### src/sv/shbs_pkg.sv
// ----------------------------------------------------------------------------
// shbs_pkg
// Shared types and constants of the string hash bucket select block.
// ----------------------------------------------------------------------------
package shbs_pkg;

    // Hash mode codes
    localparam logic [2:0] MODE_ZERO  = 3'd0;
    localparam logic [2:0] MODE_FIRST = 3'd1;
    localparam logic [2:0] MODE_LEN   = 3'd2;
    localparam logic [2:0] MODE_SUM   = 3'd3;
    localparam logic [2:0] MODE_ROL   = 3'd4;
    localparam logic [2:0] MODE_ELF   = 3'd5;

    // Register map (word index on the APB port)
    localparam logic REG_HASH_MODE    = 1'b0;
    localparam logic REG_BUCKET_COUNT = 1'b1;

    localparam int          ADDR_W            = 3;
    localparam logic [2:0]  HASH_MODE_RESET   = MODE_ELF;
    localparam logic [15:0] BUCKET_CNT_RESET  = 16'd1024;

    // Field widths
    localparam int HASH_W   = 64;
    localparam int BUCKET_W = 16;
    localparam int BYTE_W   = 8;
    localparam int COUNT_W  = 32;

    // ELF/PJW fold nibble position (bits 59:56 of the hash)
    localparam int ELF_TOP_LSB = 56;

    // Default depth of the request queue between front and back
    localparam int QUEUE_DEPTH_DEF = 4;

    // One finished key on its way to the bucket divider
    typedef struct packed {
        logic [HASH_W-1:0]   hash;
        logic [BUCKET_W-1:0] divisor;
    } shbs_req_t;

    // Back end sequencer states
    typedef enum logic [1:0] {
        ST_IDLE,
        ST_DIV,
        ST_HOLD
    } shbs_state_t;

endpackage

### src/sv/string_hash_bucket_select.sv
// ----------------------------------------------------------------------------
// string_hash_bucket_select
// Streaming 64-bit string hash with bucket index selection.
// ----------------------------------------------------------------------------
// Usage:
//   Key bytes enter on in_valid/in_stall/key_byte, one request per byte; a zero
//   byte ends the key. Each terminator produces one result request on
//   out_valid/out_stall with hash_value and bucket_index (hash modulo
//   bucket_count, 0 when bucket_count is 0). Other bytes produce nothing.
//   Non-terminator bytes are taken one per cycle while the queue is not full.
//   A terminator hands the hash to a queue; the bucket divider works one hash
//   bit per cycle and takes a new hash only once its result is taken, so it sets
//   the key rate once the queue has filled. in_stall rises while the queue is
//   full. While out_stall is high the result holds and the divider waits; the
//   front keeps hashing bytes until the queue fills. hash_mode and bucket_count
//   are written over APB (offsets 0x0 and 0x4); the user must write them only
//   while the block is idle, which the block does not enforce. Reset clears the
//   key state and queue and loads hash_mode 5 (ELF) and bucket_count 1024.
// ----------------------------------------------------------------------------
module string_hash_bucket_select #(
    parameter int QUEUE_DEPTH = shbs_pkg::QUEUE_DEPTH_DEF
) (
    input  logic                          clk,
    input  logic                          rst_n,
    // configuration
    input  logic                          psel,
    input  logic                          penable,
    input  logic                          pwrite,
    input  logic [shbs_pkg::ADDR_W-1:0]   paddr,
    input  logic [31:0]                   pwdata,
    output logic [31:0]                   prdata,
    output logic                          pready,
    // key bytes
    input  logic                          in_valid,
    output logic                          in_stall,
    input  logic [7:0]                    key_byte,
    // results
    output logic                          out_valid,
    input  logic                          out_stall,
    output logic [15:0]                   bucket_index,
    output logic [63:0]                   hash_value
);
    import shbs_pkg::*;

    logic [2:0]           mode_reg, mode_next;
    logic [BUCKET_W-1:0]  buckets_reg, buckets_next;
    logic                 cfg_write;
    logic                 reg_sel;

    shbs_req_t            push_data;
    shbs_req_t            head_data;
    logic                 q_push;
    logic                 q_pop;
    logic                 q_full;
    logic                 q_empty;

    // APB register file
    assign pready    = 1'b1;
    assign cfg_write = psel && penable && pwrite && pready;
    assign reg_sel   = paddr[2];

    always_comb
    begin
        mode_next    = mode_reg;
        buckets_next = buckets_reg;
        if (cfg_write) begin
            unique case (reg_sel)
                REG_HASH_MODE:    mode_next    = pwdata[2:0];
                REG_BUCKET_COUNT: buckets_next = pwdata[BUCKET_W-1:0];
                default: ;
            endcase
        end
    end

    always_comb
    begin
        unique case (reg_sel)
            REG_HASH_MODE:    prdata = {29'd0, mode_reg};
            REG_BUCKET_COUNT: prdata = {16'd0, buckets_reg};
            default:          prdata = '0;
        endcase
    end

    always_ff @(posedge clk or negedge rst_n)
    begin
        if (!rst_n) begin
            mode_reg    <= HASH_MODE_RESET;
            buckets_reg <= BUCKET_CNT_RESET;
        end else begin
            mode_reg    <= mode_next;
            buckets_reg <= buckets_next;
        end
    end

    // Hashing front
    shbs_front u_front (
        .clk          (clk),
        .rst_n        (rst_n),
        .in_valid     (in_valid),
        .in_stall     (in_stall),
        .key_byte     (key_byte),
        .hash_mode    (mode_reg),
        .bucket_count (buckets_reg),
        .q_full       (q_full),
        .q_push       (q_push),
        .q_data       (push_data)
    );

    // Request queue
    shbs_queue #(
        .DEPTH (QUEUE_DEPTH)
    ) u_queue (
        .clk       (clk),
        .rst_n     (rst_n),
        .push      (q_push),
        .push_data (push_data),
        .pop       (q_pop),
        .head_data (head_data),
        .full      (q_full),
        .empty     (q_empty)
    );

    // Bucket divider
    shbs_back u_back (
        .clk          (clk),
        .rst_n        (rst_n),
        .q_data       (head_data),
        .q_empty      (q_empty),
        .q_pop        (q_pop),
        .out_valid    (out_valid),
        .out_stall    (out_stall),
        .bucket_index (bucket_index),
        .hash_value   (hash_value)
    );

endmodule

### src/sv/shbs_front.sv
// ----------------------------------------------------------------------------
// shbs_front
// Takes key bytes, updates the running hash, and on a terminator pushes the
// finished hash and the bucket count into the request queue.
// ----------------------------------------------------------------------------
module shbs_front (
    input  logic                     clk,
    input  logic                     rst_n,
    input  logic                     in_valid,
    output logic                     in_stall,
    input  logic [7:0]               key_byte,
    input  logic [2:0]               hash_mode,
    input  logic [15:0]              bucket_count,
    input  logic                     q_full,
    output logic                     q_push,
    output shbs_pkg::shbs_req_t      q_data
);
    import shbs_pkg::*;

    logic [HASH_W-1:0]  acc_reg, acc_next;
    logic [COUNT_W-1:0] count_reg, count_next;
    logic [BYTE_W-1:0]  first_reg, first_next;

    logic               accept;
    logic               is_term;
    logic               is_first;
    logic [HASH_W-1:0]  byte_ext;
    logic [HASH_W-1:0]  elf_sum;
    logic [HASH_W-1:0]  elf_top;
    logic [HASH_W-1:0]  final_hash;

    assign in_stall = q_full;
    assign accept   = in_valid && !q_full;
    assign is_term  = (key_byte == '0);
    assign is_first = (count_reg == '0);
    assign byte_ext = {{(HASH_W-BYTE_W){1'b0}}, key_byte};

    // ELF/PJW step: shift, add, fold bits 59:56 back into the low bits
    assign elf_sum = {acc_reg[HASH_W-5:0], 4'b0000} + byte_ext;
    assign elf_top = elf_sum & {{(HASH_W-ELF_TOP_LSB-4){1'b0}}, 4'hF, {ELF_TOP_LSB{1'b0}}};

    // Hash of the completed key, by the mode in force at the terminator
    always_comb
    begin
        case (hash_mode) inside
            MODE_ZERO:  final_hash = '0;
            MODE_FIRST: final_hash = {{(HASH_W-BYTE_W){1'b0}}, first_reg};
            MODE_LEN:   final_hash = {{(HASH_W-COUNT_W){1'b0}}, count_reg};
            MODE_SUM, MODE_ROL, MODE_ELF: final_hash = acc_reg;
            default:    final_hash = '0;
        endcase
    end

    // Key state update
    always_comb
    begin
        acc_next   = acc_reg;
        count_next = count_reg;
        first_next = first_reg;
        if (accept) begin
            if (is_term) begin
                acc_next   = '0;
                count_next = '0;
                first_next = '0;
            end else begin
                if (is_first) begin
                    first_next = key_byte;
                end
                case (hash_mode)
                    MODE_SUM: acc_next = acc_reg + byte_ext;
                    MODE_ROL:
                    begin
                        if (!is_first) begin
                            acc_next = {acc_reg[HASH_W-2:0], acc_reg[HASH_W-1]} ^ byte_ext;
                        end
                    end
                    MODE_ELF:
                    begin
                        acc_next = (elf_sum ^ (elf_top >> ELF_TOP_LSB)) & ~elf_top;
                    end
                    default: acc_next = acc_reg;
                endcase
                // saturating length count
                if (count_reg != '1) begin
                    count_next = count_reg + 1'b1;
                end
            end
        end
    end

    assign q_push         = accept && is_term;
    assign q_data.hash    = final_hash;
    assign q_data.divisor = bucket_count;

    always_ff @(posedge clk or negedge rst_n)
    begin
        if (!rst_n) begin
            acc_reg   <= '0;
            count_reg <= '0;
            first_reg <= '0;
        end else begin
            acc_reg   <= acc_next;
            count_reg <= count_next;
            first_reg <= first_next;
        end
    end

endmodule

### src/sv/shbs_queue.sv
// ----------------------------------------------------------------------------
// shbs_queue
// Small request queue between the hashing front and the bucket divider.
// ----------------------------------------------------------------------------
module shbs_queue #(
    parameter int DEPTH = shbs_pkg::QUEUE_DEPTH_DEF
) (
    input  logic                     clk,
    input  logic                     rst_n,
    input  logic                     push,
    input  shbs_pkg::shbs_req_t      push_data,
    input  logic                     pop,
    output shbs_pkg::shbs_req_t      head_data,
    output logic                     full,
    output logic                     empty
);
    import shbs_pkg::*;

    localparam int AW = (DEPTH > 1) ? $clog2(DEPTH) : 1;
    localparam int CW = $clog2(DEPTH + 1);

    shbs_req_t       mem [DEPTH];
    shbs_req_t       head_reg;
    logic [AW-1:0]   wptr_reg, wptr_next;
    logic [AW-1:0]   rptr_reg, rptr_next;
    logic [CW-1:0]   cnt_reg, cnt_next;
    logic            do_push;
    logic            do_pop;

    assign full      = (cnt_reg == CW'(DEPTH));
    assign empty     = (cnt_reg == '0);
    assign do_push   = push && !full;
    assign do_pop    = pop && !empty;
    assign head_data = head_reg;

    // Pointer and fill count update, wrapping at any depth
    always_comb
    begin
        wptr_next = wptr_reg;
        rptr_next = rptr_reg;
        cnt_next  = cnt_reg;
        if (do_push) begin
            wptr_next = (wptr_reg == AW'(DEPTH-1)) ? '0 : wptr_reg + 1'b1;
        end
        if (do_pop) begin
            rptr_next = (rptr_reg == AW'(DEPTH-1)) ? '0 : rptr_reg + 1'b1;
        end
        if (do_push && !do_pop) begin
            cnt_next = cnt_reg + 1'b1;
        end else if (do_pop && !do_push) begin
            cnt_next = cnt_reg - 1'b1;
        end
    end

    always_ff @(posedge clk or negedge rst_n)
    begin
        if (!rst_n) begin
            wptr_reg <= '0;
            rptr_reg <= '0;
            cnt_reg  <= '0;
        end else begin
            wptr_reg <= wptr_next;
            rptr_reg <= rptr_next;
            cnt_reg  <= cnt_next;
        end
    end

    // Storage; the head entry is read ahead into a register, with the
    // incoming request forwarded when it lands at the new head
    always_ff @(posedge clk)
    begin
        if (do_push) begin
            mem[wptr_reg] <= push_data;
        end
        if (do_push && (wptr_reg == rptr_next)) begin
            head_reg <= push_data;
        end else begin
            head_reg <= mem[rptr_next];
        end
    end

endmodule

### src/sv/shbs_back.sv
// ----------------------------------------------------------------------------
// shbs_back
// Bucket divider: takes one request from the queue, reduces the hash modulo
// the bucket count one bit per cycle, then holds the result for the receiver.
// ----------------------------------------------------------------------------
module shbs_back (
    input  logic                     clk,
    input  logic                     rst_n,
    input  shbs_pkg::shbs_req_t      q_data,
    input  logic                     q_empty,
    output logic                     q_pop,
    output logic                     out_valid,
    input  logic                     out_stall,
    output logic [15:0]              bucket_index,
    output logic [63:0]              hash_value
);
    import shbs_pkg::*;

    localparam int STEP_W = $clog2(HASH_W);

    shbs_state_t          state_reg, state_next;
    logic [STEP_W-1:0]    step_reg, step_next;
    logic [HASH_W-1:0]    hash_reg, hash_next;
    logic [HASH_W-1:0]    dvd_reg, dvd_next;
    logic [BUCKET_W-1:0]  div_reg, div_next;
    logic [BUCKET_W-1:0]  rem_reg, rem_next;

    logic                 load;
    logic                 div_step;
    logic [BUCKET_W:0]    trial;
    logic [BUCKET_W:0]    trial_sub;

    // Next state
    always_comb
    begin
        state_next = state_reg;
        unique case (state_reg)
            ST_IDLE: if (!q_empty) state_next = ST_DIV;
            ST_DIV:  if (step_reg == '0) state_next = ST_HOLD;
            ST_HOLD: if (!out_stall) state_next = ST_IDLE;
            default: state_next = ST_IDLE;
        endcase
    end

    // State outputs
    always_comb
    begin
        load      = 1'b0;
        div_step  = 1'b0;
        out_valid = 1'b0;
        unique case (state_reg)
            ST_IDLE: load      = !q_empty;
            ST_DIV:  div_step  = 1'b1;
            ST_HOLD: out_valid = 1'b1;
            default: ;
        endcase
    end

    assign q_pop = load;

    // Restoring remainder step, most significant dividend bit first
    assign trial     = {rem_reg, dvd_reg[HASH_W-1]};
    assign trial_sub = trial - {1'b0, div_reg};

    always_comb
    begin
        step_next = step_reg;
        hash_next = hash_reg;
        dvd_next  = dvd_reg;
        div_next  = div_reg;
        rem_next  = rem_reg;
        if (load) begin
            hash_next = q_data.hash;
            dvd_next  = q_data.hash;
            div_next  = q_data.divisor;
            rem_next  = '0;
            step_next = STEP_W'(HASH_W-1);
        end else if (div_step) begin
            dvd_next  = {dvd_reg[HASH_W-2:0], 1'b0};
            step_next = step_reg - 1'b1;
            if (trial >= {1'b0, div_reg}) begin
                rem_next = trial_sub[BUCKET_W-1:0];
            end else begin
                rem_next = trial[BUCKET_W-1:0];
            end
        end
    end

    assign bucket_index = (div_reg == '0) ? '0 : rem_reg;
    assign hash_value   = hash_reg;

    always_ff @(posedge clk or negedge rst_n)
    begin
        if (!rst_n) begin
            state_reg <= ST_IDLE;
            step_reg  <= '0;
        end else begin
            state_reg <= state_next;
            step_reg  <= step_next;
        end
    end

    // Payload registers
    always_ff @(posedge clk)
    begin
        hash_reg <= hash_next;
        dvd_reg  <= dvd_next;
        div_reg  <= div_next;
        rem_reg  <= rem_next;
    end

endmodule
### config.mk
export PLATFORM = sky130hd
export DESIGN_NAME = string_hash_bucket_select
export DESIGN_NICKNAME = d
export VERILOG_FILES = /design/src/sv/shbs_pkg.sv /design/src/sv/string_hash_bucket_select.sv /design/src/sv/shbs_front.sv /design/src/sv/shbs_queue.sv /design/src/sv/shbs_back.sv
export SDC_FILE = /design/constraint.sdc
export NUM_CORES = 1
export LEC_CHECK = 0
export ABC_CLOCK_PERIOD_IN_PS = 8200
export BUFFER_PORTS_ARGS = -buffer_cell sky130_fd_sc_hd__buf_2
export CAP_MARGIN = 20
export CORE_MARGIN = 2
export CORE_UTILIZATION = 56
export CTS_BUF_LIST = sky130_fd_sc_hd__clkbuf_4 sky130_fd_sc_hd__clkbuf_8
export CTS_CLUSTER_SIZE = 8
export DETAILED_ROUTE_END_ITERATION = 10
export GPL_TIMING_DRIVEN = 0
export PLACE_DENSITY_LB_ADDON = 0.05
export SKIP_CTS_REPAIR_TIMING = 1
export SLEW_MARGIN = 20
export SYNTH_ARGS = -nofsm -noshare
export SYNTH_HDL_FRONTEND = slang
export SYNTH_SLANG_ARGS = --single-unit
### constraint.sdc
create_clock -name clk -period 8.2 [get_ports clk]
set_clock_uncertainty 0.2 [all_clocks]
set_input_delay 0.41 -clock clk [delete_from_list [all_inputs] [get_ports clk]]
set_output_delay 0.41 -clock clk [all_outputs]
set_load 0.005 [all_outputs]
# == Word-level counts from Yosys, hierarchy flattened ==
# Memory sizes are Yosys's and may differ from the RTL's. A register that Yosys moved wholly into a read port is not among the register bits.
# Cells that the tools add are included.
# op_classes
n_addsub,9
magnitude_cmp,1
n_eq_ne,15
mux,32
n_bitwise,5
n_reduce_logical,31
# op_table
operator,n
2-to-1 mux 64 bit,8
case mux 64 bit (3 select lines),1
adder 64 x 8 -> 64 bit,2
bitwise AND 64 bit,1
2-to-1 mux 32 bit,2
inverter 60 -> 64 bit,1
case mux 32 bit (2 select lines),1
XOR 64 x 4 -> 64 bit,1
XOR 64 x 8 -> 64 bit,1
"adder 32 x 1 -> 32 bit, second input constant",1
logical NOT 32 bit,1
2-to-1 mux 16 bit,2
"inequality test 32 bit, second input constant",1
greater-or-equal comparator 17 x 16 -> 1 bit,1
logical NOT 16 bit,1
2-to-1 mux 8 bit,2
subtractor 16 bit,1
2-to-1 mux 2 bit,6
2-to-1 mux 6 bit,2
"equality test 3 bit, second input constant",3
logical AND 1 bit,8
logical NOT 8 bit,1
AND reduction 2 bit,4
nonzero test 2 bit,4
22 further kinds,37
# word_totals
regBits,298
ram_bits,320
input_bits,50
out_inout_bits,115
elab_cells,108
mem_count,1
# mem_list
memory,words,width,read_ports,rd_ports_with_merged_regs,wr,line_no,text
u_queue.mem,4,80,1,1,1,shbs_queue.sv:22,shbs_req_t mem [DEPTH];

# == Logic depth before layout (Yosys ltp) ==
# depth
word_depth,9
mapped_depth,12
depth_no_buf,11

# == By module ==
# A second synthesis with hierarchy kept.
# unflattened
hier_cells,2431
area_unflattened_um2,30249.0
# modules_own_cells
mod,n_inst,cells_each,area_each_um2
shbs_queue,1,457,12109.1
shbs_front,1,1295,9998.3
shbs_back,1,601,7104.3
string_hash_bucket_select,1,78,1037.2

# == Worst setup path after synthesis ==
# Ideal clock, no wire load.
# synth_path
kind,register -> register
startpoint,register u_queue.cnt_reg[0]
endpoint,register u_back.div_reg[0] (enable)
arrival_ns,3.355
path_slack_ns,4.170
path_stages_with_launch,6
path_buffers,2
period_less_slack_ns,4.030
path_cell_list,dfrtp_1 nor3_1 or3_1 clkbuf_1 inv_1 clkbuf_1
# synth_between
elab_chain_cells,3
# synth_rtl
element,line_no,text
"start, declared",shbs_queue.sv:26,"logic [CW-1:0] cnt_reg, cnt_next;"
"start signal, assigned",shbs_queue.sv:64,cnt_reg <= cnt_next;
logical NOT 3 bit,shbs_queue.sv:31,assign empty = (cnt_reg == '0);
logical NOT 1 bit,shbs_back.sv:52,ST_IDLE: load = !q_empty;
2-to-1 mux 1 bit,shbs_back.sv:51,unique case (state_reg)
net q_pop,string_hash_bucket_select.sv:53,logic q_pop;
"end signal, assigned",shbs_back.sv:108,div_reg <= div_next;
"end, declared",shbs_back.sv:25,"logic [BUCKET_W-1:0] div_reg, div_next;"
# The timed path passes the listed nets, and every way through them passes these cells.
# A chain may end at the register's enable or synchronous reset.

# == Worst setup path in the final report ==
# layout_path
startpoint,register mode_reg[1]
endpoint,register u_front.acc_reg[63]
# layout_between
elab_chain_cells,3
# layout_rtl
element,line_no,text
"start, declared",string_hash_bucket_select.sv:45,"logic [2:0] mode_reg, mode_next;"
"start signal, assigned",string_hash_bucket_select.sv:90,mode_reg <= mode_next;
equality test 3 bit / equality test 3 x 2 -> 1 bit (equally long branches),shbs_front.sv:69,case (hash_mode)
inequality test 3 x 2 -> 1 bit (no line) (tied with other cells),--,
AND reduction 3 bit (no line) / 2-to-1 mux 64 bit (equally long branches),--,
"end signal, assigned",shbs_front.sv:102,acc_reg <= acc_next;
"end, declared",shbs_front.sv:20,"logic [HASH_W-1:0] acc_reg, acc_next;"
# Parallel ways exist; a longest one is shown, timed or not.

==> summary.md <==
| Metric | Value |
|---|---|
| Status | `completed` |
| CTS tree | `done` |
| Root buf cell | `clkbuf_8` |
| DRC Markers | `0` |
| Register Area | `17800 um^2` |
| Placer Congestion | `1.04` |
| First-pass DRT Iterations | `6` |
| Number of buffers created by CTS | `100` |
| Syn avg cell area | `12.3 um^2` |
| Final worst setup slack | `3700 ps` |
| DPL Wire Length | `56.7 mm` |
| Relative slew slack | `0.142` |
| Fin cells | `3396` |
| Minimum clock period | `4500 ps` |
| Top-area cell type share of the netlist area | `0.478` |
| R2r setup slk | `3700 ps` |
| Yosys warns | `0` |
| Setup crit start | `mode_reg[1]` |
| Die Area | `53800 um^2` |
| Antenna violations before repair | `1` |
| Post-synth top cells | `464 x edfxtp_1, 329 x nand2_1, 139 x clkbuf_1` |
| Detailed Route Iter0 Violations | `1963` |
| Io pins | `165` |
| Setup tns final | `0 ps` |
| Clock latency on the worst-skew pair | `710 ps` |
| Nets@finish | `2732` |
| CP arrival | `4880 ps` |
| GR Util All Layers | `0.304` |
| Final setup fails | `0` |
| Core Box Area | `51400 um^2` |
| Final Hold Fails | `0` |
| RSZ-0062 raised after global routing | `no` |
| Largest net degree at the start of global routing | `76` |
| Clk pin slew, worst setup/hold paths | `60 ps` |
| Setup crit end kind | `flip-flop` |
| Max reg flops | `320` |
| Number of port buffers | `128` |
| Post-synthesis cell type count | `76` |
| Slew @ Worst Pin | `1280 ps` |
| Placement Setup Slack | `3730 ps` |
| Post-synth EDFFs | `464` |
| Max-slew violations | `0` |
| Synthesized area | `29100 um^2` |
| Layout Area Growth over Synthesis | `14.0%` |
| WP data required | `8580 ps` |
| PwrDens | `268 nW/um^2` |
| Worst reg2reg path startpoint | `mode_reg[1]` |
| Drt wl/cell | `23.9 um` |
| Worst IR Drop VDD | `0.000174 V` |
| Post-route ant nets | `0` |
| Crit Path Class | `flip-flop to flip-flop` |
| Row cnt | `83` |
| Starting Density | `0.567` |
| Synth area leaders | `edfxtp_1 48%, dfrtp_1 12%, mux4_2 6.2%, nand2_1 4.2%, xnor2_1 2.1%` |
| First-pass GRT wire length | `123 mm` |
| Multi-input gate area | `10500 um^2` |
| Final period util | `0.548` |
| Crit path max fanout | `10` |
| Max Freq | `222 MHz` |
| Layout cells sized above 1 | `0.173` |
| DIE WIDTH | `232 um` |
| Synth area leader | `edfxtp_1` |
| Path depth of the worst reg2reg path | `9` |
| HP Class | `primary input to asynchronous set/reset pin` |
| Filler Cells Inserted | `3954` |
| Die Ht | `232 um` |
| Post-synthesis register bit count | `620` |
| Biggest register | `u_queue.mem` |
| Post-synthesis sequential area ratio | `0.610` |
| Most common cell in the netlist | `edfxtp_1` |
| Post-Syn Instances | `2360` |
| CTS sink cnt | `620` |
| Max Cap Viol | `0` |
| Vias in the first global route | `20100` |
| Total power | `8.91 mW` |
| Vias | `20700` |
| Startpoint types | `flip-flop` |
| Final wirelength | `81.1 mm` |
| Htree depth | `3` |
| Placed Cells | `3192` |
| Grt ovf | `0` |
| Synth Flop Type | `edfxtp_1` |
| Crit Reg-Reg Endpoint | `u_front.acc_reg[63]` |
| Antenna Cells | `0` |
| Vias per cell | `6.09` |
| CP endpoint | `u_front.acc_reg[63]` |
| CTS Buffer Depth | `3` |
| Hold Slack | `89.1 ps` |
| FFs w/ async S/R, synth | `0.223` |
| Leak pwr | `12.2 nW` |
cell type report:
type	count	area share
Timing Repair Buffer	163	0.0342
Clock inverter	17	0.00317
Buffer	176	0.0220
Multi-Input combinational cell	1516	0.316
Inverter	63	0.00720
Sequential cell	620	0.535
Clock buffer	161	0.0568
Tap cell	680	0.0256
worst max-delay path, cell delays in order, from the launching register on:
cell and delay, ps:
dfrtp_1 490, nand2b_1 190, clkbuf_1 280, o21ai_0 300, o31ai_1 240, nor3_1 580
clkbuf_1 790, clkbuf_1 800, o221ai_1 260, a211oi_1 260
worst min path at each step:
| stage | slack, ps | startpoint | to | depth (start not counted) |
|---|---|---|---|---|
| floorplan | -90 | rst_n | buckets_reg[0] | 0 |
| global placement | 270 | u_back.rem_reg[15] | u_back.rem_reg[15] | 2 |
| detailed placement | 220 | rst_n | u_front.count_reg[14] | 1 |
| CTS | -550 | rst_n | u_front.acc_reg[12] | 1 |
| global route | 100 | rst_n | u_front.count_reg[14] | 2 |
| finish | 90 | rst_n | u_front.count_reg[14] | 2 |
stage by stage:
| step | util | instance area [um^2] |
|---|---|---|
| after detailed placement | 0.602 | 30900 |
| after CTS | 0.641 | 32900 |
| after global routing | 0.646 | 33200 |
| final | 0.646 | 33200 |
| after global placement | 0.597 | 30700 |
| after floorplan | - | 29200 |
logic make-up (layout without fill, tap and decap cells):
kind of cell               after synthesis  in the layout  synth area share
xor gates and xnor gates               102            102            0.0307
muxes                                  134            134            0.0819
adders and majority gates               42             42            0.0191
and+or+nand+nor                        827            827             0.137
AOI/OAI and AO/OA                      394            394            0.0882
buffers and inverters                  239            580            0.0331
DFF                                    620            620             0.610
other                                    2             17          0.000258
routing by layer:
| metal | vias up | global-route usage | wire length, um |
|---|---|---|---|
| met4 | 0 | 0.121 | 2830 |
| met5 | - | 0 | 0 |
| met2 | 985 | 0.469 | 37500 |
| met3 | 191 | 0.0521 | 6320 |
| li1 | 9316 | - | - |
| met1 | 10200 | 0.434 | 34500 |
cells in the final DEF, fill, tap and decap left out, types with 68 or more instances in the layout:
cell,count
nor2_1,132
buf_2,129
nand2_1,329
clkbuf_8,108
xnor2_1,69
edfxtp_1,464
clkbuf_1,138
o21ai_0,117
and2_1,68
dfrtp_1,135
mux4_2,80
a21oi_1,72
power breakdown:
| part | switching [mW] | internal (mW) | total (mW) |
|---|---|---|---|
| Sequential | 0.222 | 3.71 | 3.93 |
| Clock | 1.21 | 1.45 | 2.66 |
| Combinational | 1.52 | 0.794 | 2.32 |
No activity file was read; power rests on OpenSTA's default activity.
